### config.mk
export PLATFORM = sky130hd
export DESIGN_NAME = smh_queue
export DESIGN_NICKNAME = d
export VERILOG_FILES = /design/src/hw/rtl/smh_pkg.sv /design/src/hw/rtl/smh_queue.sv
export SDC_FILE = /design/constraint.sdc
export NUM_CORES = 1
export LEC_CHECK = 0
export BUFFER_PORTS_ARGS = -buffer_cell sky130_fd_sc_hd__buf_4
export CAP_MARGIN = 20
export CORE_AREA = 2 2 133 135
export CTS_CLUSTER_DIAMETER = 80
export DETAILED_ROUTE_END_ITERATION = 12
export DIE_AREA = 0 0 135 137
export PLACE_DENSITY_LB_ADDON = 0.15
export SLEW_MARGIN = 20
export SYNTH_ARGS = -nofsm -noshare
export SYNTH_HDL_FRONTEND = slang
export SYNTH_SLANG_ARGS = --single-unit
### constraint.sdc
create_clock -name i_clk -period 5.3 [get_ports i_clk]
set_input_delay 1.325 -clock i_clk [delete_from_list [all_inputs] [get_ports i_clk]]
set_output_delay 1.325 -clock i_clk [all_outputs]
set_load 0.01 [all_outputs]
### src/hw/rtl/smh_pkg.sv
package smh_pkg;

    localparam int unsigned PIX_W  = 16;
    localparam int unsigned CTR_W  = 17;
    localparam int unsigned CNT_W  = 32;
    localparam int unsigned KEY_W  = 64;
    localparam int unsigned NCH    = 4;

    typedef enum logic [1:0] {
        REQ_SAMPLE = 2'd0,
        REQ_READ   = 2'd1,
        REQ_CLEAR  = 2'd2,
        REQ_NONE   = 2'd3
    } t_req;

    typedef enum logic [2:0] {
        ST_NEW     = 3'd0,
        ST_COUNTED = 3'd1,
        ST_NULL    = 3'd2,
        ST_FULL    = 3'd3,
        ST_READ    = 3'd4,
        ST_CLEARED = 3'd5
    } t_status;

    localparam logic [2:0] CFG_NULL = 3'd4;

    // One classified request as it travels from the front part to the back part.
    typedef struct packed {
        t_req        req;
        logic        null_hit;
        logic [KEY_W-1:0] key;
        logic [9:0]  index;
    } t_cmd;

endpackage

### src/hw/rtl/smh_queue.sv
// Two-entry command queue between the front and back parts.
module smh_queue import smh_pkg::*; (
    input  logic i_clk,
    input  logic i_rst_n,
    input  logic i_push,
    input  t_cmd i_cmd,
    input  logic i_pop,
    output logic o_full,
    output logic o_empty,
    output t_cmd o_cmd
);

    t_cmd       r_mem [2];
    logic       r_wp, r_rp;
    logic [1:0] r_cnt;

    assign o_full  = (r_cnt == 2'd2);
    assign o_empty = (r_cnt == 2'd0);
    assign o_cmd   = r_mem[r_rp];

    always_ff @(posedge i_clk) begin
        if (!i_rst_n) begin
            r_wp  <= 1'b0;
            r_rp  <= 1'b0;
            r_cnt <= '0;
        end else begin
            if (i_push) r_wp <= ~r_wp;
            if (i_pop)  r_rp <= ~r_rp;
            r_cnt <= r_cnt + 2'(i_push) - 2'(i_pop);
        end
        if (i_push) r_mem[r_wp] <= i_cmd;
    end

endmodule

# --- After elaboration in Yosys (flattened, before gate mapping) ---
# Memories as Yosys holds them, arrays and structs flattened. A register that Yosys moved wholly into a read port is not among the register bits.
# Index checks and enable logic that the tools add are counted.
totals:
  reg_bits: 4
  ramBits: 154
  input_bits: 81
  out_inout_bits: 79
  memories: 1
  wordCells: 14
op_classes:
  n_addsub: 2
  eq_ne: 1
  mux: 4
  n_reduce_logical: 1
  bitwise_logic: 2
memory_table:
  columns: ["memory", "words", "width", "rd", "rd_ports_with_merged_regs", "wr", "line", "rtl"]
  rows:
  - ["r_mem", 2, 77, 1, 1, 1, "smh_queue.sv:13", "t_cmd r_mem [2];"]
op_table:
  columns: ["cell", "n"]
  rows:
  - ["$mux W1", 4]
  - ["$add A2 B1 Y2", 1]
  - ["$eq A2 B2 Y1 const B", 1]
  - ["$logic_not A2 Y1", 1]
  - ["$not A1 Y1", 2]
  - ["$sub A2 B1 Y2", 1]

# --- Longest topological paths before layout ---
# Gate-level depths: netlist of the first run.
depth:
  word_depth: 3
  ltp_mapped: 6

# --- Worst setup path after synthesis of the first run ---
# OpenSTA, ideal clock, no wires.
synth_timing:
  kind: "input-to-reg"
  startpoint: "input i_push"
  endpoint: "memory r_mem[0][0] (netlist bit) (enable)"
  arrival_time_ps: 4726
  setup_slack_ps: 52
  cell_stages: 1
  n_path_buf: 0
  path_cell_list: "nor2b_1"
synth_via:
  elab_chain_cells: 2
synth_lines:
  columns: ["element", "line", "rtl"]
  rows:
  - ["from (decl)", "smh_queue.sv:5", "input logic i_push,"]
  - ["$mux W1", "smh_queue.sv:31", "if (i_push) r_mem[r_wp] <= i_cmd;"]
  - ["$mux W1 (not written as such)", "smh_queue.sv:31", null]
  - ["to (decl)", "smh_queue.sv:13", null]
# No other way between the ends.

==> out/results.tsv, run 1 <==
metric	value	unit
end point of the critical path	o_cmd[4]	
H-tree lvl count	4	
Worst Max-Slew Pin Slew	1040	ps
Final Setup Violations	0	
post-synthesis sequential area ratio	80.0	%
Pleak	2.99	nW
Clk Latency, worst-skew pair	410	ps
Die Y	137	um
full die area	0.0185	mm^2
worst relative slew slack	30.8	%
vias in the first global route	3083	
post-CTS setup buffer count	0	
Final Max Slew Viols	0	
n_diodes	0	
clk sink count	159	
endpoints failing hold	0	
number of detailed-route iterations in the first pass	4	
RSZ-0062 raised after global routing	no	
post-synthesis net count	344	
Post-DRT Antenna Nets	0	
worst vdd ir	0.198	mV
critical path arrival	2380	ps
hpwl dp	6.48	mm
register clock-pin slew on the reported worst setup and hold paths	50	ps
Starting Density	34.6	%
Nets	516	
Site Rows	48	
HP Class	flip-flop to flip-flop	
Core Util, Final	46.2	%
Vias/cell	4.40	
Fmax	270	MHz
RR Endpoint	r_mem[1][56]	
CTS tree	built	
setup tns final	0	ps
Worst Reg-to-Reg Cells	2	
Routed WL per cell	15.8	um
Mapped Area	0.00591	mm^2
maximum clock insertion buffer count	2	
Die Wd	135	um
CTS resizes	0	
total track usage	11.8	%
hold_ws	573	ps
final period utilization	69.9	%
flops & latches, synth	159	
Mapped Cells	261	
PortBufs	159	
# IOs	160	
vias	2943	
clock share of power	36.9	%
drc violations	0	
cell-internal power	2.29	mW
Final Skew	6.31	ps
fraction of layout cells with a size suffix above 1	59.5	%
initial antenna violation count	0	
Sw Pwr	612	uW
root buf cell	clkbuf_16	
syn_area_per_cell	22.6	um^2
Logic pwr share	11.6	%
outcome	finished clean	
Placed Instance Area	0.00736	mm^2
Congestion Overflow GR	0	
largest net degree at the start of global routing	79	
CTS hold repair buffers	0	
synth-to-layout area growth	33.4	%
critical path required time	3970	ps
peak fanout along the critical path	65	
Final min period	3700	ps
Worst Setup Start Kind	flip-flop	
r2r startpoint	r_wp	
core area	0.0171	mm^2
Flop pwr share	51.4	%
pwr dens	369	mW/mm^2
R2R Setup Slk	3710	ps
First DRT Iteration DRCs	175	
first-pass GRT wire length	16.0	mm
Num CTS Buffers	17	
Routed WL	10.6	mm
YS warnings	0	
Final Instance Area	0.00788	mm^2
routability cong.	0.686	
Setup crit end kind	output pin	
Switching Share	21.1	%
Cell variety after synth	14	
Setup CP Type	flip-flop to output pin	
Max-Cap Viols	0	
==> worst min-delay path by stage <==
stage          slack (ps)  cells past startpoint        end  from
2_1_floorplan         550                      2  flip-flop  r_rp
3_3_place_gp          560                      2  flip-flop  r_rp
3_5_place_dp          560                      2  flip-flop  r_rp
4_1_cts               580                      2  flip-flop  r_rp
5_1_grt               620                      2       r_rp  r_rp
6_report              570                      2  flip-flop  r_rp
==> cell families (layout without fill, tap and decap cells) <==
kind of cell	Yosys count	count (layout)	synth area share, %
flops	159	159	80.0
buf+inv	11	194	1.42
xor+xnor	2	2	0.530
mux	77	77	16.6
compound gates	1	1	0.127
simple gates	9	9	0.911
fa+ha+maj	2	2	0.424
==> layer usage <==
layer	vias up	GRT usage, %	part of all wire (%)	wire [um]
li1	1368	-	-	-
met1	1453	14.3	42	4420
met2	109	18.5	48	5130
met3	13	5.04	8.5	898
met4	0	4.86	1.5	158
met5	-	0	0	0
==> critical path, stage by stage, from the launching register on <==
cell	delay (ps)
dfxtp_4	1030
buf_4	390
mux2_2	370
buf_4	140
==> final cells by class <==
class / count / area [um^2]
clock buffer: 21 / 440
clock inverter: 9 / 71.3
fill: 1536 / 9180
inverter: 2 / 7.51
multi-input combinational: 91 / 1110
sequential: 159 / 4730
tap: 225 / 282
timing repair buffer: 162 / 1240
==> cell usage in the layout, fill, tap and decap left out, drive strengths merged <==
master | synthesis | final
mux2 | 77 | 77
xor2 | 1 | 1
clkinv | 0 | 7
nor2b | 4 | 4
clkinvlp | 0 | 1
o21a | 1 | 1
nor2 | 1 | 1
bufinv | 0 | 1
dfxtp | 5 | 5
buf | 9 | 162
xnor3 | 1 | 1
clkbuf | 0 | 21
ha | 2 | 2
edfxtp | 154 | 154
and2 | 4 | 4
inv | 2 | 2
==> through the flow <==
stage	instances	worst slack (ps)	total power, mW
final	669	1600	2.90
after global routing	669	1430	3.03
after CTS	669	1520	2.95
after detailed placement	639	1970	1.86
after global placement	638	1980	1.86
after floorplan	261	51.6	1.69
==> power by group through the flow <==
stage	sequential, mW	combinational, mW	clock (mW)
floorplan	1.50	0.190	0
detailed placement	1.52	0.343	0
CTS	1.50	0.345	1.11
global placement	1.52	0.337	0
finish	1.49	0.338	1.07
global route	1.50	0.364	1.16
==> sequential cells by signal, indices dropped and copies added, names as in the netlist, named ones only <==
signal / cells
r_wp: 1
r_rp: 1
r_cnt: 2
r_mem: 154
==> synth_stat cells <==
master | number | area, um^2
buf_2 | 4 | 20.0
mux2_4 | 30 | 450
nor2b_1 | 4 | 25.0
and2_1 | 4 | 25.0
dfxtp_1 | 5 | 100
nor2_1 | 1 | 3.75
buf_6 | 5 | 56.3
edfxtp_1 | 154 | 4620
xor2_1 | 1 | 8.76
xnor3_1 | 1 | 22.5
mux2_2 | 47 | 529
ha_1 | 2 | 25.0
inv_1 | 2 | 7.51
o21a_1 | 1 | 7.51
No activity file was read; power rests on OpenSTA's default activity.
==> run 2, diff against run 1 <==
Clock period 5.3 ns to 3.8 ns, I/O delays scaled along.
==> out/results.tsv, run 2 (same netlist as run 1, synthesis figures left out) <==
metric	value	unit	change
CP top delay family	flip-flops		
maximum clock insertion buffer count	2		unchanged
outcome	finished clean		
Die Y	137	um	unchanged
Max stage delay on crit path	610	ps	-420 ps
Clk Latency, worst-skew pair	410	ps	about the same
final period utilization	76.1	%	
register area	0.00473	mm^2	unchanged
Final Skew	9.07	ps	+2.76 ps
placed insts	641		+0.31%
clk sink count	159		unchanged
CTS hold repair buffers	0		unchanged
drc violations	0		unchanged
# IOs	160		unchanged
filler cell count	1545		+0.59%
total track usage	11.9	%	+0.13 points
peak fanout along the critical path	27		-58%
critical path required time	2850	ps	-1120 ps
Flop pwr share	48.6	%	-2.8 points
Vias/cell	4.32		-1.8%
Post-DRT Antenna Nets	0		unchanged
most frequent CP cell	buf_4		
Setup crit end kind	output pin		
Routed WL	11.1	mm	+4.9%
Site Rows	48		unchanged
Post-Layout Cell Count	673		+0.60%
Regs by FF count	r_mem: 154 flops, r_cnt: 2 flops		
Multi-input gate area	0.00111	mm^2	unchanged
register clock-pin slew on the reported worst setup and hold paths	60	ps	about the same
Worst Setup Slack, final	908	ps	-689 ps
Biggest register	r_mem		
number of detailed-route iterations in the first pass	4		unchanged
Pleak	3.05	nW	+1.8%
Max-Cap Viols	0		unchanged
Die Wd	135	um	unchanged
n_diodes	0		unchanged
pwr dens	532	mW/mm^2	+44%
RSZ-0062 raised after global routing	no		
worst relative slew slack	61.0	%	+30 points
Final Setup Violations	0		unchanged
critical path arrival	1940	ps	-440 ps
worst vdd ir	0.295	mV	+49%
most common cell after layout, fill and taps aside	buf_4		
CTS tree	built		
Final min period	2890	ps	
Fmax	346	MHz	
Routed WL per cell	16.5	um	+4.3%
PortBufs	159		unchanged
full die area	0.0185	mm^2	unchanged
Num CTS Buffers	17		unchanged
Logic pwr share	11.7	%	about the same
first-pass GRT wire length	16.2	mm	+0.77%
routability cong.	0.686		about the same
Largest register FFs	154		unchanged
First DRT Iteration DRCs	132		-25%
clock share of power	39.8	%	+2.9 points
Tot Pwr	4.25	mW	+46%
most frequent cells in the layout	162 x buf_4, 154 x edfxtp_1, 47 x mux2_2		
setup tns final	0	ps	unchanged
synth-to-layout area growth	35.1	%	
Setup CP Type	flip-flop to output pin		
HP Class	flip-flop to flip-flop		
largest net degree at the start of global routing	47		-41%
cells along the critical path	buf_4 > mux2_2 > buf_4		
dpl ws	1290	ps	-677 ps
Final Max Slew Viols	0		unchanged
Switching Share	21.3	%	+0.22 points
Sw Pwr	904	uW	+48%
root buf cell	clkbuf_16		
post-CTS setup buffer count	0		unchanged
core area	0.0171	mm^2	unchanged
Worst Setup Start Kind	flip-flop		
cell-internal power	3.34	mW	+46%
initial antenna violation count	0		unchanged
Starting Density	34.6	%	unchanged
fraction of layout cells with a size suffix above 1	61.2	%	+1.7 points
CTS resizes	0		unchanged
hpwl dp	7.18	mm	+11%
vias	2907		-1.2%
Worst Max-Slew Pin Slew	585	ps	-453 ps
endpoints failing hold	0		unchanged
Nets	518		+0.39%
vias in the first global route	3019		-2.1%
H-tree lvl count	4		unchanged
Congestion Overflow GR	0		unchanged
CP max-delay cell	dfxtp_4		
Buf/Inv on CP	2		unchanged
[run 2: cell count changes in the layout (fill, tap and decap cells not counted), moves of 2 or more]
| cell | before | now |
|---|---|---|
| clkbuf_1 | 4 | 0 |
| buf_4 | 160 | 162 |
| bufinv_16 | 1 | 3 |
| clkinv_1 | 4 | 2 |
| clkinv_2 | 2 | 4 |
| inv_6 | 0 | 2 |
[run 2: path summary, 6_finish.rpt]
| path | from | end | slack (ps) | depth (start not counted) |
|---|---|---|---|---|
| min reg2reg | r_rp | flip-flop | 590 | 2 |
| max | flip-flop | o_cmd[19] | 910 | 3 |
| min | r_rp | flip-flop | 590 | 2 |
| max reg2reg | r_wp | r_mem[1][74] | 2240 | 2 |
[run 2: per-layer routing]
layer | vias to the layer above | part of all wire, % | GRT usage, % | wire length (um)
li1 | 1372 | - | - | -
met1 | 1419 | 42 | 14.2 | 4670
met2 | 104 | 50 | 19.3 | 5530
met3 | 12 | 6.8 | 4.48 | 752
met4 | 0 | 1.5 | 5.21 | 165
met5 | - | 0 | 0 | 0
[run 2: layout make-up]
class / instances / share of cell area (%)
inverter: 2 / 0.0941
multi-input combinational: 91 / 13.9
tap: 225 / 3.53
clock inverter: 15 / 2.10
clock buffer: 17 / 5.33
timing repair buffer: 164 / 15.8
sequential: 159 / 59.2
[run 2: per-stage QoR]
step | instance area [um^2] | hold slack (ps) | utilization (%)
global route | 7980 | 646 | 46.8
floorplan | 5910 | 555 | -
global placement | 7360 | 561 | 43.2
CTS | 7980 | 614 | 46.8
detailed placement | 7390 | 563 | 43.3
finish | 7980 | 591 | 46.8
[run 2: power by group through the flow]
stage | Clock, mW | Combinational, mW | Sequential (mW)
5_1_grt | 1.80 | 0.533 | 2.07
2_1_floorplan | 0 | 0.266 | 2.09
3_5_place_dp | 0 | 0.505 | 2.10
3_3_place_gp | 0 | 0.495 | 2.10
6_report | 1.69 | 0.496 | 2.06
4_1_cts | 1.73 | 0.508 | 2.07
[run 2: tightest hold or removal path, stage by stage (launching register included)]
cell	delay, ps
dfxtp_1	330
xor2_1	80
and2_1	140
==> run 3, diff against run 2 <==
Clock period 3.8 ns to 2.7 ns, I/O delays scaled along.
==> out/results.tsv, run 3 (same netlist as run 1, synthesis figures left out) <==
metric	value	unit	change
Largest register FFs	154		unchanged
Setup crit end kind	output pin		
Max stage delay on crit path	570	ps	-40 ps
Flop pwr share	48.8	%	+0.2 points
most frequent cells in the layout	163 x buf_4, 154 x edfxtp_1, 47 x mux2_2		
total track usage	12.2	%	+0.29 points
most common cell after layout, fill and taps aside	buf_4		
outcome	finished clean		
Routed WL	11.0	mm	-1.1%
synth-to-layout area growth	35.3	%	about the same
CTS resizes	0		unchanged
Final Setup Violations	0		unchanged
Placed Instance Area	0.00741	mm^2	+0.27%
Tot Pwr	5.95	mW	+40%
RSZ-0062 raised after global routing	no		
Die Wd	135	um	unchanged
First DRT Iteration DRCs	185		+40%
Setup CP Type	flip-flop to output pin		
HP Class	primary input to flip-flop		
endpoints failing hold	0		unchanged
hpwl dp	7.23	mm	+0.72%
cells along the critical path	buf_12 > mux2_2 > buf_4		
Biggest register	r_mem		
Vias/cell	4.43		+2.6%
Worst Setup Start Kind	flip-flop		
pwr dens	745	mW/mm^2	+40%
core area	0.0171	mm^2	unchanged
initial antenna violation count	0		unchanged
post-CTS setup buffer count	0		unchanged
Clk Latency, worst-skew pair	410	ps	about the same
Pleak	3.05	nW	about the same
register clock-pin slew on the reported worst setup and hold paths	60	ps	about the same
Final Skew	7.36	ps	-1.72 ps
drc violations	0		unchanged
vias	2990		+2.9%
peak fanout along the critical path	26		-3.7%
setup tns final	0	ps	unchanged
Final Instance Area	0.00799	mm^2	about the same
# IOs	160		unchanged
critical path arrival	1800	ps	-140 ps
Post-DRT Antenna Nets	0		unchanged
Die Y	137	um	unchanged
hold_ws	441	ps	-149 ps
Buf/Inv on CP	2		unchanged
clock share of power	39.4	%	-0.4 points
clk sink count	159		unchanged
worst vdd ir	0.384	mV	+30%
full die area	0.0185	mm^2	unchanged
Nets	520		+0.39%
Final min period	2470	ps	
Starting Density	34.6	%	unchanged
Logic pwr share	11.8	%	about the same
Switching Share	20.9	%	-0.41 points
maximum clock insertion buffer count	2		unchanged
Fmax	405	MHz	
CP top delay family	flip-flops		
final period utilization	91.5	%	
CTS tree	built		
cell-internal power	4.71	mW	+41%
Final Max Slew Viols	0		unchanged
root buf cell	clkbuf_16		
fraction of layout cells with a size suffix above 1	60.2	%	-0.94 points
Num CTS Buffers	17		unchanged
filler cell count	1505		-2.6%
Hold Path Origin	i_cmd[5]		
Congestion Overflow GR	0		unchanged
Regs by FF count	r_mem: 154 flops, r_cnt: 2 flops		
Routed WL per cell	16.3	um	-1.4%
CTS hold repair buffers	0		unchanged
CP max-delay cell	dfxtp_4		
PortBufs	159		unchanged
r2r startpoint	r_wp		
Max-Cap Viols	0		unchanged
largest net degree at the start of global routing	46		-2.1%
Site Rows	48		unchanged
first-pass GRT wire length	16.6	mm	+2.9%
number of detailed-route iterations in the first pass	4		unchanged
Worst Max-Slew Pin Slew	644	ps	+58.6 ps
vias in the first global route	3223		+6.8%
n_diodes	0		unchanged
critical path required time	2030	ps	-820 ps
H-tree lvl count	4		unchanged
routability cong.	0.691		+0.61%
Sw Pwr	1.24	mW	+37%
worst relative slew slack	57.1	%	-3.9 points
run 3: cell types whose count changed in the layout (fill, tap and decap cells not counted), sizes merged:
cell	delta
inv	-1
clkinv	-2
clkbuf	+3
buf	+2
run 3: per-stage QoR:
stage,util (%),cells,worst slack (ps)
2_1_floorplan,-,261,418
3_3_place_gp,43.4,643,639
3_5_place_dp,43.4,643,630
4_1_cts,46.8,675,170
5_1_grt,46.8,675,136
6_report,46.8,675,229
run 3: worst reg2reg max path, stage by stage (launching register included):
cell and delay (ps):
dfxtp_1 380, and2_4 390, buf_4 310
run 3: final cells by class:
cell class,count,area [um^2],area share (%)
well taps,225,282,3.52
inverters,2,7.51,0.0940
flip-flops and latches,159,4730,59.2
clock inverters,12,143,1.79
repair buffers,166,1280,16.1
multi-input cells,91,1110,13.9
clock buffers,20,437,5.47
run 3: per-layer routing:
layer	GRT usage, %	up-vias	routed length (um)
met1	14.4	1473	4710
met2	19.1	121	5150
met4	6.08	0	242
met5	0	-	0
li1	-	1378	-
met3	5.22	18	891
run 3: power groups by stage:
stage          clock [mW]  sequential [mW]  combinational, mW
4_1_cts              2.41             2.90              0.722
2_1_floorplan           0             2.93              0.375
3_3_place_gp            0             2.95              0.711
6_report             2.34             2.90              0.704
3_5_place_dp            0             2.96              0.719
5_1_grt              2.49             2.91              0.761
run 3: worst paths after layout:
path                   to  slack, ps  cells after the start
max reg2reg  r_mem[1][13]       1310                      2
min           r_mem[1][5]        440                      1
min reg2reg     flip-flop        580                      2
max              o_cmd[0]        230                      3
