$ cat src/hw/rtl/smh_pkg.sv
package smh_pkg;

    localparam int unsigned PIX_W  = 16;
    localparam int unsigned CTR_W  = 17;
    localparam int unsigned CNT_W  = 32;
    localparam int unsigned KEY_W  = 64;
    localparam int unsigned NCH    = 4;

    typedef enum logic [1:0] {
        REQ_SAMPLE = 2'd0,
        REQ_READ   = 2'd1,
        REQ_CLEAR  = 2'd2,
        REQ_NONE   = 2'd3
    } t_req;

    typedef enum logic [2:0] {
        ST_NEW     = 3'd0,
        ST_COUNTED = 3'd1,
        ST_NULL    = 3'd2,
        ST_FULL    = 3'd3,
        ST_READ    = 3'd4,
        ST_CLEARED = 3'd5
    } t_status;

    localparam logic [2:0] CFG_NULL = 3'd4;

    // One classified request as it travels from the front part to the back part.
    typedef struct packed {
        t_req        req;
        logic        null_hit;
        logic [KEY_W-1:0] key;
        logic [9:0]  index;
    } t_cmd;

endpackage

$ cat src/hw/rtl/smh_front.sv
// Takes requests, checks for the null pixel and divides each channel by its bin size
// with a restoring divider, one quotient bit per cycle for all channels in parallel.
module smh_front import smh_pkg::*; #(
    parameter int unsigned CHANNELS = 2
) (
    input  logic                 i_clk,
    input  logic                 i_rst_n,
    input  logic                 i_start,
    input  logic [1:0]           i_req_type,
    input  logic [NCH*PIX_W-1:0] i_pixels,
    input  logic [9:0]           i_entry_index,
    input  logic [NCH*PIX_W-1:0] i_bins,
    input  logic [PIX_W-1:0]     i_null_value,
    input  logic                 i_q_full,
    output logic                 o_busy,
    output logic                 o_push,
    output t_cmd                 o_cmd
);

    typedef enum logic [2:0] {
        S_IDLE = 3'b001,
        S_DIV  = 3'b010,
        S_PUSH = 3'b100
    } t_state;

    t_state               r_state, n_state;
    t_cmd                 r_cmd, n_cmd;
    logic [3:0]           r_step, n_step;
    logic [PIX_W-1:0]     r_quo [NCH];
    logic [PIX_W-1:0]     n_quo [NCH];
    logic [PIX_W:0]       r_rem [NCH];
    logic [PIX_W:0]       n_rem [NCH];
    logic [PIX_W-1:0]     r_dvd [NCH];
    logic [PIX_W-1:0]     n_dvd [NCH];

    assign o_busy = (r_state != S_IDLE);
    assign o_push = (r_state == S_PUSH) && !i_q_full;
    assign o_cmd  = r_cmd;

    always_comb begin
        logic [PIX_W-1:0] bin;
        logic [PIX_W:0]   t;
        n_state = r_state;
        n_cmd   = r_cmd;
        n_step  = r_step;
        n_quo   = r_quo;
        n_rem   = r_rem;
        n_dvd   = r_dvd;
        case (r_state)
            S_IDLE: begin
                if (i_start && (i_req_type != REQ_NONE)) begin
                    n_cmd.req      = t_req'(i_req_type);
                    n_cmd.index    = i_entry_index;
                    n_cmd.null_hit = 1'b0;
                    n_cmd.key      = '0;
                    for (int c = 0; c < NCH; c++) begin
                        n_dvd[c] = i_pixels[c*PIX_W +: PIX_W];
                        n_rem[c] = '0;
                        n_quo[c] = '0;
                        if (c < CHANNELS && i_pixels[c*PIX_W +: PIX_W] == i_null_value)
                            n_cmd.null_hit = 1'b1;
                    end
                    n_step  = '0;
                    n_state = (t_req'(i_req_type) == REQ_SAMPLE) ? S_DIV : S_PUSH;
                end
            end
            S_DIV: begin
                for (int c = 0; c < NCH; c++) begin
                    bin = i_bins[c*PIX_W +: PIX_W];
                    if (bin == '0) bin = PIX_W'(1);
                    t = {r_rem[c][PIX_W-1:0], r_dvd[c][PIX_W-1]};
                    n_dvd[c] = {r_dvd[c][PIX_W-2:0], 1'b0};
                    if (t >= {1'b0, bin}) begin
                        n_rem[c] = t - {1'b0, bin};
                        n_quo[c] = {r_quo[c][PIX_W-2:0], 1'b1};
                    end else begin
                        n_rem[c] = t;
                        n_quo[c] = {r_quo[c][PIX_W-2:0], 1'b0};
                    end
                end
                n_step = r_step + 4'd1;
                if (r_step == 4'd15) begin
                    for (int c = 0; c < NCH; c++)
                        n_cmd.key[c*PIX_W +: PIX_W] = (c < CHANNELS) ? n_quo[c] : '0;
                    n_state = S_PUSH;
                end
            end
            S_PUSH: begin
                if (!i_q_full) n_state = S_IDLE;
            end
            default: n_state = S_IDLE;
        endcase
    end

    always_ff @(posedge i_clk) begin
        if (!i_rst_n) begin
            r_state <= S_IDLE;
        end else begin
            r_state <= n_state;
        end
        r_cmd  <= n_cmd;
        r_step <= n_step;
        r_quo  <= n_quo;
        r_rem  <= n_rem;
        r_dvd  <= n_dvd;
    end

endmodule

$ cat config.mk
export PLATFORM = sky130hd
export DESIGN_NAME = smh_front
export DESIGN_NICKNAME = d
export VERILOG_FILES = /design/src/hw/rtl/smh_pkg.sv /design/src/hw/rtl/smh_front.sv
export SDC_FILE = /design/constraint.sdc
export NUM_CORES = 1
export LEC_CHECK = 0
export BUFFER_PORTS_ARGS = -buffer_cell sky130_fd_sc_hd__buf_2
export CORE_MARGIN = 3
export CORE_UTILIZATION = 57
export DETAILED_ROUTE_END_ITERATION = 10
export PLACE_DENSITY_LB_ADDON = 0.15
export SLEW_MARGIN = 25
export SYNTH_ARGS = -nofsm -noshare
export SYNTH_HDL_FRONTEND = slang
export SYNTH_SLANG_ARGS = --single-unit
$ cat constraint.sdc
create_clock -name i_clk -period 10.5 [get_ports i_clk]
set_input_delay 0 -clock i_clk [delete_from_list [all_inputs] [get_ports i_clk]]
set_output_delay 0 -clock i_clk [all_outputs]
set_load 0.005 [all_outputs]
-- After elaboration in Yosys (flattened, before gate mapping)
Index checks and enable logic that the tools add are counted.
- add/subtract/negate cells: 5
- multiply operators: 0
- divide/modulo/power cells: 0
- order comparisons: 4
- equality and inequality tests: 11
- shifts and indexed selects: 0
- muxes and demuxes: 33
- bitwise logic cells: 0
- reductions and logical operators: 13
- operator list (kind ; count):
    case mux 64 bit (2 select lines) ; 2
    2-to-1 mux 16 bit ; 9
    case mux 67 bit (2 select lines) ; 1
    2-to-1 mux 64 bit ; 2
    case mux 63 bit (2 select lines) ; 1
    2-to-1 mux 74 bit ; 1
    greater-or-equal comparator 17 x 16 -> 1 bit ; 4
    2-to-1 mux 67 bit ; 1
    logical NOT 16 bit ; 4
    2-to-1 mux 63 bit ; 1
    2-to-1 mux 17 bit ; 3
    subtractor 17 x 16 -> 17 bit ; 3
    equality test 16 bit ; 2
    subtractor 16 bit ; 1
    2-to-1 mux 3 bit ; 4
    case mux 3 bit (3 select lines) ; 1
    != test 2 bit, second input constant ; 4
    case mux 4 bit (2 select lines) ; 1
    AND reduction 3 bit ; 2
    2-to-1 mux 1 bit ; 5
    adder 4 x 1 -> 4 bit, second input constant ; 1
    equality test 4 bit, second input constant ; 1
    2-to-1 mux 4 bit ; 1
    AND reduction 2 bit ; 2
    8 further kinds ; 9
- flip-flop bits (word level): 272
- latch bits: 0
- bits in writable memories: 0
- bits in read-only memories: 0
- input bits: 160
- output and inout port bits: 79
- memories: 0

-- Logic depth before layout (Yosys ltp)
Gate-level depths: netlist of run 1.
- depth after elaboration: 7
- gate-level depth with buffers: 11

-- Least setup slack after synthesis of run 1
Ideal clock, no wire load.
- kind: flip-flop to flip-flop
- from: register r_state[0]
- to: register r_cmd (netlist bit o_cmd[10]), enable pin
- arrival time: 3382 ps
- setup slack: 6653 ps
- cell stages (with the launch flop): 5
- path buffers: 2
- cell sequence: dfxtp_1 clkbuf_1 or3b_2 clkbuf_1 o21ai_0
- word-level cells in the longest chain between the ends: 3
- elaborated cells between the ends (all ways): 6
- classes of those cells: eq/ne: 4; reduce/logical: 2
- RTL lines (what ; line ; source):
    start, declared ; smh_front.sv:26 ; t_state r_state, n_state;
    start signal, assigned ; smh_front.sv:99 ; r_state <= n_state;
    equality test 3 x 2 -> 1 bit / equality test 3 x 1 -> 1 bit (equally long branches) ; smh_front.sv:49 ; case (r_state)
    != test 2 bit (no line) / nonzero test 2 bit (equally long branches) ; n/a ;
    AND reduction 3 bit (no line) (*) ; n/a ;
    end signal, assigned ; smh_front.sv:101 ; r_cmd <= n_cmd;
    end, declared ; smh_front.sv:27 ; t_cmd r_cmd, n_cmd;
Mark *: on every way between the ends. The rest lies on a longest branch, timed or not.
A chain may end at the register's enable or synchronous reset.

-- Final worst setup path of run 1
- from: register r_state[1]
- to: register r_quo[36] in the netlist's numbering, enable pin
- word-level cells in the longest chain between the ends: 3
- elaborated cells between the ends (all ways): 5
- classes of those cells: eq/ne: 3; reduce/logical: 2
- RTL lines (what ; line ; source):
    equality test 3 x 1 -> 1 bit / equality test 3 x 2 -> 1 bit (equally long branches) ; smh_front.sv:49 ;
    != test 2 bit (no line) / nonzero test 2 bit (equally long branches) ; n/a ;
    AND reduction 2 bit (no line) (*) ; n/a ;
    end signal, assigned ; smh_front.sv:103 ; r_quo <= n_quo;
    end, declared ; smh_front.sv:29 ; logic [PIX_W-1:0] r_quo [NCH];
Marks and branches as above.

==> out/results.ini, run 1 <==
[sta]
fin_tns_setup_ns = 0
hold_slack_ns = 0.105
tightest_slew_ns = 0.814
max_freq_mhz = 340
setup_viol = 0
fin_ws_ns = 7.56
finalHoldViolCount = 0
fin_skew_ns = 0.00925
fin_crit_sh = 0.280
min_period_ns = 2.94
grt_setup_unrepaired = false
slew_viol_final = 0
slew_headroom = 0.458

[status]
outcome = finished, final reports clean

[layout]
regArea_um2 = 4350
fin_nets = 1142
num-fill-cells = 1043
area_growth_pct = 21.4
design_area_um2 = 10100
multi_input_area_um2 = 3560
instances_no_fill = 1140
drive_above_1_share = 0.206
n_antenna_cell = 0
fin_util = 0.717

[setup_path]
start_kind = register
end_kind = register
cp_slowest_cell = buf_4
crit_required_ns = 10.55
r2r_cells = 4
r2r-start = r_state[1]$_SDFFE_PN0P_
max_stage_delay_ns = 0.72
startpoint = r_state[1]$_SDFFE_PN0P_
worstPathMaxFanout = 64
r2r-end = r_quo[36]$_SDFFCE_PN0P_
crit_chain = or3b_2 -> buf_4 -> nand2_4 -> buf_4
criticalPathCategory = reg -> reg
r2r_setup_slack_ns = 7.56
crit_top_cell = buf_4
critPathArrivalTime_ns = 2.99

[synth]
synth.ff_latch_count = 146
synth.distinct_cells = 68
yosysWarnings = 0
yosysSeqAreaShare = 0.523
synthFlopType = edfxtp_1
synth.avg_cell_area_um2 = 10.9
async_flop_share = 0
synth-edff-count = 143
syn_area_um2 = 8330
synth_cells = 766

[clock_tree]
clk_path_buf_depth = 2
clock-sinks = 146
htreeDepth = 4
cts_tree = yes
clk_pin_slew_worst_paths_ns = 0.06
cts_buffers = 17
ctsResizeCount = 0
clock_latency_ns = 0.42
cts_root_buf = clkbuf_16

[global_routing]
grt_overflow = 0
first_global_vias = 6175
grt_max_degree = 100
antenna_found_initial = 0
grt_use_total = 0.230
grt_pass1_wl_mm = 29.6

[pwr]
total_power_mw = 1.82
internal_power_mw = 1.30
p_comb_frac = 0.231
cellLeakagePower_nw = 4.40
peakVddDrop_uv = 107
power_switching_mw = 0.528
power_density_nw_per_um2 = 180
clkPwrFrac = 0.341
netSwitchingFraction = 0.290
seq_power_share = 0.428

[flow_run]
maxCapViolCount = 0

[place]
hpwl_mm = 12.0
place_area_um2 = 9030
placed_cells = 1061
dp_slack_ns = 7.53
numPortBuffers = 142
place_congestion = 0.954

[route]
vias = 6222
first_iter_violations = 457
wirelength_mm = 18.3
drtPass1Iterations = 5
ant_nets = 0
wl_per_cell_um = 16.1
viasPerCell = 5.46
drc = 0

[worst_hold_path]
min_from = i_bins[1]
hold_path_end = r_rem[52]$_SDFFCE_PN0P_
hold_path_class = in -> reg
holdPathStages = 3

[floorplanning]
fp.dieH_um = 127
ios = 239
core_region_area_um2 = 14100
die_w_um = 127
row_count = 43
initial_core_util = 0.591
die_area_um2 = 16100

-- worst max path at each step --
stage,end,slack [ns]
after floorplan,o_cmd[10]$_DFFE_PP_,6.65
after global placement,r_rem[62]$_SDFFCE_PN0P_,7.47
after detailed placement,r_quo[43]$_SDFFCE_PN0P_,7.53
after CTS,r_quo[36]$_SDFFCE_PN0P_,7.52
after global routing,r_rem[43]$_SDFFCE_PN0P_,7.34
final,r_quo[36]$_SDFFCE_PN0P_,7.56
-- Yosys cell counts, types with 3 or more instances --
library cell	count	share of area
o21ai_0	14	0.0084
nor2b_1	5	0.0038
and2_1	67	0.050
a211oi_1	3	0.0027
buf_4	33	0.030
nor3_1	11	0.0066
buf_2	3	0.0018
ha_1	33	0.050
nor2_1	48	0.022
clkbuf_1	20	0.0090
o22ai_1	3	0.0023
inv_1	41	0.018
dfxtp_1	3	0.0072
xnor2_1	19	0.020
o211ai_1	4	0.0036
nor4_1	16	0.012
nand2b_1	7	0.0053
o21ai_1	5	0.0030
nand4_1	6	0.0045
a21o_1	8	0.0072
a21oi_1	26	0.016
a211o_1	4	0.0042
o21a_1	4	0.0036
nand2_1	110	0.050
mux2i_1	21	0.025
buf_6	5	0.0068
xor2_1	41	0.043
edfxtp_1	143	0.52
nand3_1	8	0.0048
a31oi_1	4	0.0030
a211oi_2	6	0.0090
-- registers in the layout (all words and copies together), names as in the netlist --
signal / count
o_cmd: 45
r_dvd: 32
r_quo: 30
r_rem: 32
r_state: 3
r_step: 4
-- layout make-up --
cell class / count / area share
flip-flops and latches: 146 / 0.431
multi-input cells: 548 / 0.352
repair buffers: 193 / 0.120
clock buffers: 18 / 0.0424
well taps: 180 / 0.0223
clock inverters: 14 / 0.0176
inverters: 41 / 0.0152
-- placed cells by master (no fill, tap or decap), types with 13 or more instances in the layout --
cell           netlist  final
o21ai_0             14     13
edfxtp_1           143    143
a21oi_1             26     26
xor2_1              41     41
and2_1              67     67
mux2i_1             21     21
xnor2_1             19     19
nand2_1            110    109
nor2_1              48     48
buf_2                3    142
ha_1                33     33
dlygate4sd3_1        0     47
inv_1               41     41
nor4_1              16     16
conb_1               1     32
clkbuf_16            0     17
-- logic make-up (layout without fill, tap and decap cells) --
kind of cell             Yosys count  count (layout)  share of synthesized area
AO/OA/AOI/OAI                    106             106                     0.0930
XOR/XNOR                          60              60                     0.0631
adder cells (fa/ha/maj)           35              35                     0.0544
buffers and inverters            103             266                     0.0663
flip-flops                       146             146                      0.523
multiplexers                      21              21                     0.0252
other                              1              32                   0.000450
AND/OR/NAND/NOR                  294             294                      0.175
-- worst max-delay path, delay by kind of cell, from the launching register on --
family        cells  cell delay (ns)
simple gates      2             1.01
flops             1             0.45
buf+inv           2             1.07
-- per-layer routing --
layer / global-route usage / vias up / share of wire
li1: - / 3005 / -
met3: 0.0501 / 36 / 0.069
met5: 0 / - / 0
met1: 0.302 / 2922 / 0.42
met4: 0.0890 / 0 / 0.025
met2: 0.376 / 259 / 0.48
-- power groups by stage --
stage	clock [mW]	sequential, mW	combinational, mW
4_1_cts	0.634	0.781	0.417
3_3_place_gp	0	0.789	0.388
6_report	0.622	0.781	0.421
5_1_grt	0.659	0.791	0.465
2_1_floorplan	0	0.792	0.303
3_5_place_dp	0	0.792	0.402
-- timing repair --
item                      in CTS  in global routing
hold endpoints to repair      47                  0
setup buffers                  0                  0
hold buffers                  47                  0
Power figures use the tool's default switching activity.
==> inputs of run 2 (changes only) <==
- CORE_UTILIZATION: 57 -> 48
- clock period: 10.5 -> 2.55 ns (I/O delays scaled with it)
==> run 2 against run 1 <==
  * Non-clock buffer count increased by 68
  * Die area up 18%
  * Final cell count up 9.6%
  * Register-to-register slack worse by 7.5 ns
  * Routed wire length increased by 6.8%
  * Clock power grew to 4.0 times the previous value
  * Final area is 7.4% higher
  * Clock skew down 0.0010 ns
==> out/results.ini, run 2 (synthesized netlist as in run 1, its figures left out) <==
[status]
outcome = finished, final reports clean

[sta]
slew_headroom = 0.521  ; +0.0631
finalHoldViolCount = 0  ; unchanged
setup_viol = 0  ; unchanged
slew_viol_final = 0  ; unchanged
grt_setup_unrepaired = true
fin_skew_ns = 0.00824  ; -0.00101 ns
max_freq_mhz = 402  ; +18%
tightest_slew_ns = 0.719  ; -0.0947 ns
min_period_ns = 2.49  ; -0.451 ns
fin_crit_sh = 0.976  ; +0.696

[floorplanning]
die_w_um = 138  ; +8.5%
core_region_area_um2 = 16800  ; +19%
initial_core_util = 0.497  ; -0.0939
die_area_um2 = 19000  ; +18%
row_count = 47  ; +9.3%
ios = 239  ; unchanged
fp.dieH_um = 138  ; +8.5%

[route]
vias = 6420  ; +3.2%
drtPass1Iterations = 5  ; unchanged
viasPerCell = 5.14  ; -5.9%
first_iter_violations = 323  ; -29%
drc = 0  ; unchanged
ant_nets = 0  ; unchanged
wl_per_cell_um = 15.6  ; -2.6%
wirelength_mm = 19.5  ; +6.8%

[clock_tree]
clk_pin_slew_worst_paths_ns = 0.07  ; about the same
clock_latency_ns = 0.42  ; about the same
cts_tree = yes
cts_root_buf = clkbuf_16
cts_buffers = 17  ; unchanged
clk_path_buf_depth = 2  ; unchanged
clock-sinks = 146  ; unchanged
htreeDepth = 4  ; unchanged

[place]
numPortBuffers = 142  ; unchanged
place_congestion = 0.933  ; -2.2%
placed_cells = 1167  ; +10%
place_area_um2 = 9640  ; +6.7%
hpwl_mm = 13.4  ; +11%

[setup_path]
r2r-end = r_rem[48]$_SDFFCE_PN0P_
worstPathMaxFanout = 3  ; -95%
max_stage_delay_ns = 0.40  ; -0.32 ns
cp_slowest_cell = edfxtp_1
criticalPathCategory = reg -> reg
crit_path_end = r_rem[48]$_SDFFCE_PN0P_
r2r-start = r_dvd[47]$_DFFE_PP_
start_kind = register
startpoint = r_dvd[47]$_DFFE_PP_
crit_chain = inv_1 -> ha_2 -> fa_2 -> nor2b_1 -> o211ai_1 -> a21oi_2 -> o311ai_2 -> a21boi_1 -> or3_1 -> a31o_1
r2r_cells = 10  ; +6
crit_required_ns = 2.72  ; -7.83 ns
critPathArrivalTime_ns = 2.66  ; -0.33 ns
r2r_setup_slack_ns = 0.06  ; -7.50 ns
end_kind = register

[layout]
design_area_um2 = 10900  ; +7.4%
drive_above_1_share = 0.279  ; +0.0724
final_cell_mix = edfxtp_1, buf_2, nand2_1, and2_1, buf_4
largest_register_ffs = 45  ; unchanged
instances_no_fill = 1250  ; +9.6%
num-fill-cells = 1378  ; +32%
fin_nets = 1212  ; +6.1%
area_growth_pct = 30.4
n_antenna_cell = 0  ; unchanged
mostFrequentLayoutCell = edfxtp_1

[flow_run]
maxCapViolCount = 0  ; unchanged

[global_routing]
grt_pass1_wl_mm = 31.2  ; +5.5%
antenna_found_initial = 0  ; unchanged
grt_max_degree = 68  ; -32%
grt_overflow = 0  ; unchanged
grt_use_total = 0.209  ; -0.0215
first_global_vias = 6509  ; +5.4%

[pwr]
peakVddDrop_uv = 466  ; +340%
cellLeakagePower_nw = 4.76  ; +8.1%
power_density_nw_per_um2 = 716  ; +300%

[worst_hold_path]
hold_path_class = in -> reg

==> run 2: layout make-up <==
class,instances,area [µm²],share of cell area
clock inverters,15,165,0.0152
repair buffers,261,1780,0.164
inverters,41,154,0.0142
multi-input cells,550,3700,0.341
clock buffers,17,425,0.0392
well taps,220,275,0.0253
flip-flops and latches,146,4350,0.401
==> run 2: how the worst min path moves through the flow <==
stage                               to              from  depth (start not counted)  slack (ns)
2_1_floorplan                   o_push          i_q_full                          1        0.03
3_3_place_gp        o_cmd[7]$_DFFE_PP_  i_entry_index[7]                          1        0.18
3_5_place_dp        o_cmd[5]$_DFFE_PP_  i_entry_index[5]                          1        0.18
4_1_cts        r_state[2]$_SDFFE_PN0P_           i_start                          6        0.03
5_1_grt        r_state[2]$_SDFFE_PN0P_           i_start                          6        0.12
6_report       r_state[2]$_SDFFE_PN0P_           i_start                          6        0.06
==> run 2: worst max-delay path: cells and delay by family, from the launching register on <==
family,cells,cell delay [ns]
fa+ha+maj,2,0.40
compound gates,5,0.99
flops,1,0.40
simple gates,2,0.36
buf+inv,1,0.08
==> run 2: report_power, final <==
part	internal, mW	total, mW	switching [mW]	leakage [nW]
logic	0.948	2.07	1.12	3.07
registers	3.07	3.22	0.151	1.40
clock network	1.40	2.49	1.09	0.286
==> run 2: through the flow <==
step / TNS, ns / util / power (mW) / hold WS, ns / worst slack [ns]
finish: 0 / 0.648 / 7.78 / 0.0585 / 0.0616
global route: -0.241 / 0.648 / 8.21 / 0.118 / -0.106
CTS: 0 / 0.639 / 7.78 / 0.0340 / 0.0287
detailed placement: -1.99 / 0.575 / 5.18 / 0.179 / -0.342
global placement: -5.43 / 0.575 / 5.11 / 0.177 / -0.347
floorplan: 0 / - / 4.48 / 0.0340 / 0.131
==> run 2: repair_timing <==
action,in CTS,in global routing
buffers inserted,0,2
hold endpoints to repair,47,0
gates resized for setup,1,19
endpoints found under the setup margin,4,30
gates cloned,1,1
pin swaps,1,5
hold buffers,47,0
==> run 2: metal layers <==
layer,share of wire,routed length (µm),track usage
met1,0.43,8440,0.267
met2,0.49,9610,0.350
met3,0.051,1000,0.0387
met4,0.025,497,0.0840
met5,0,0,0
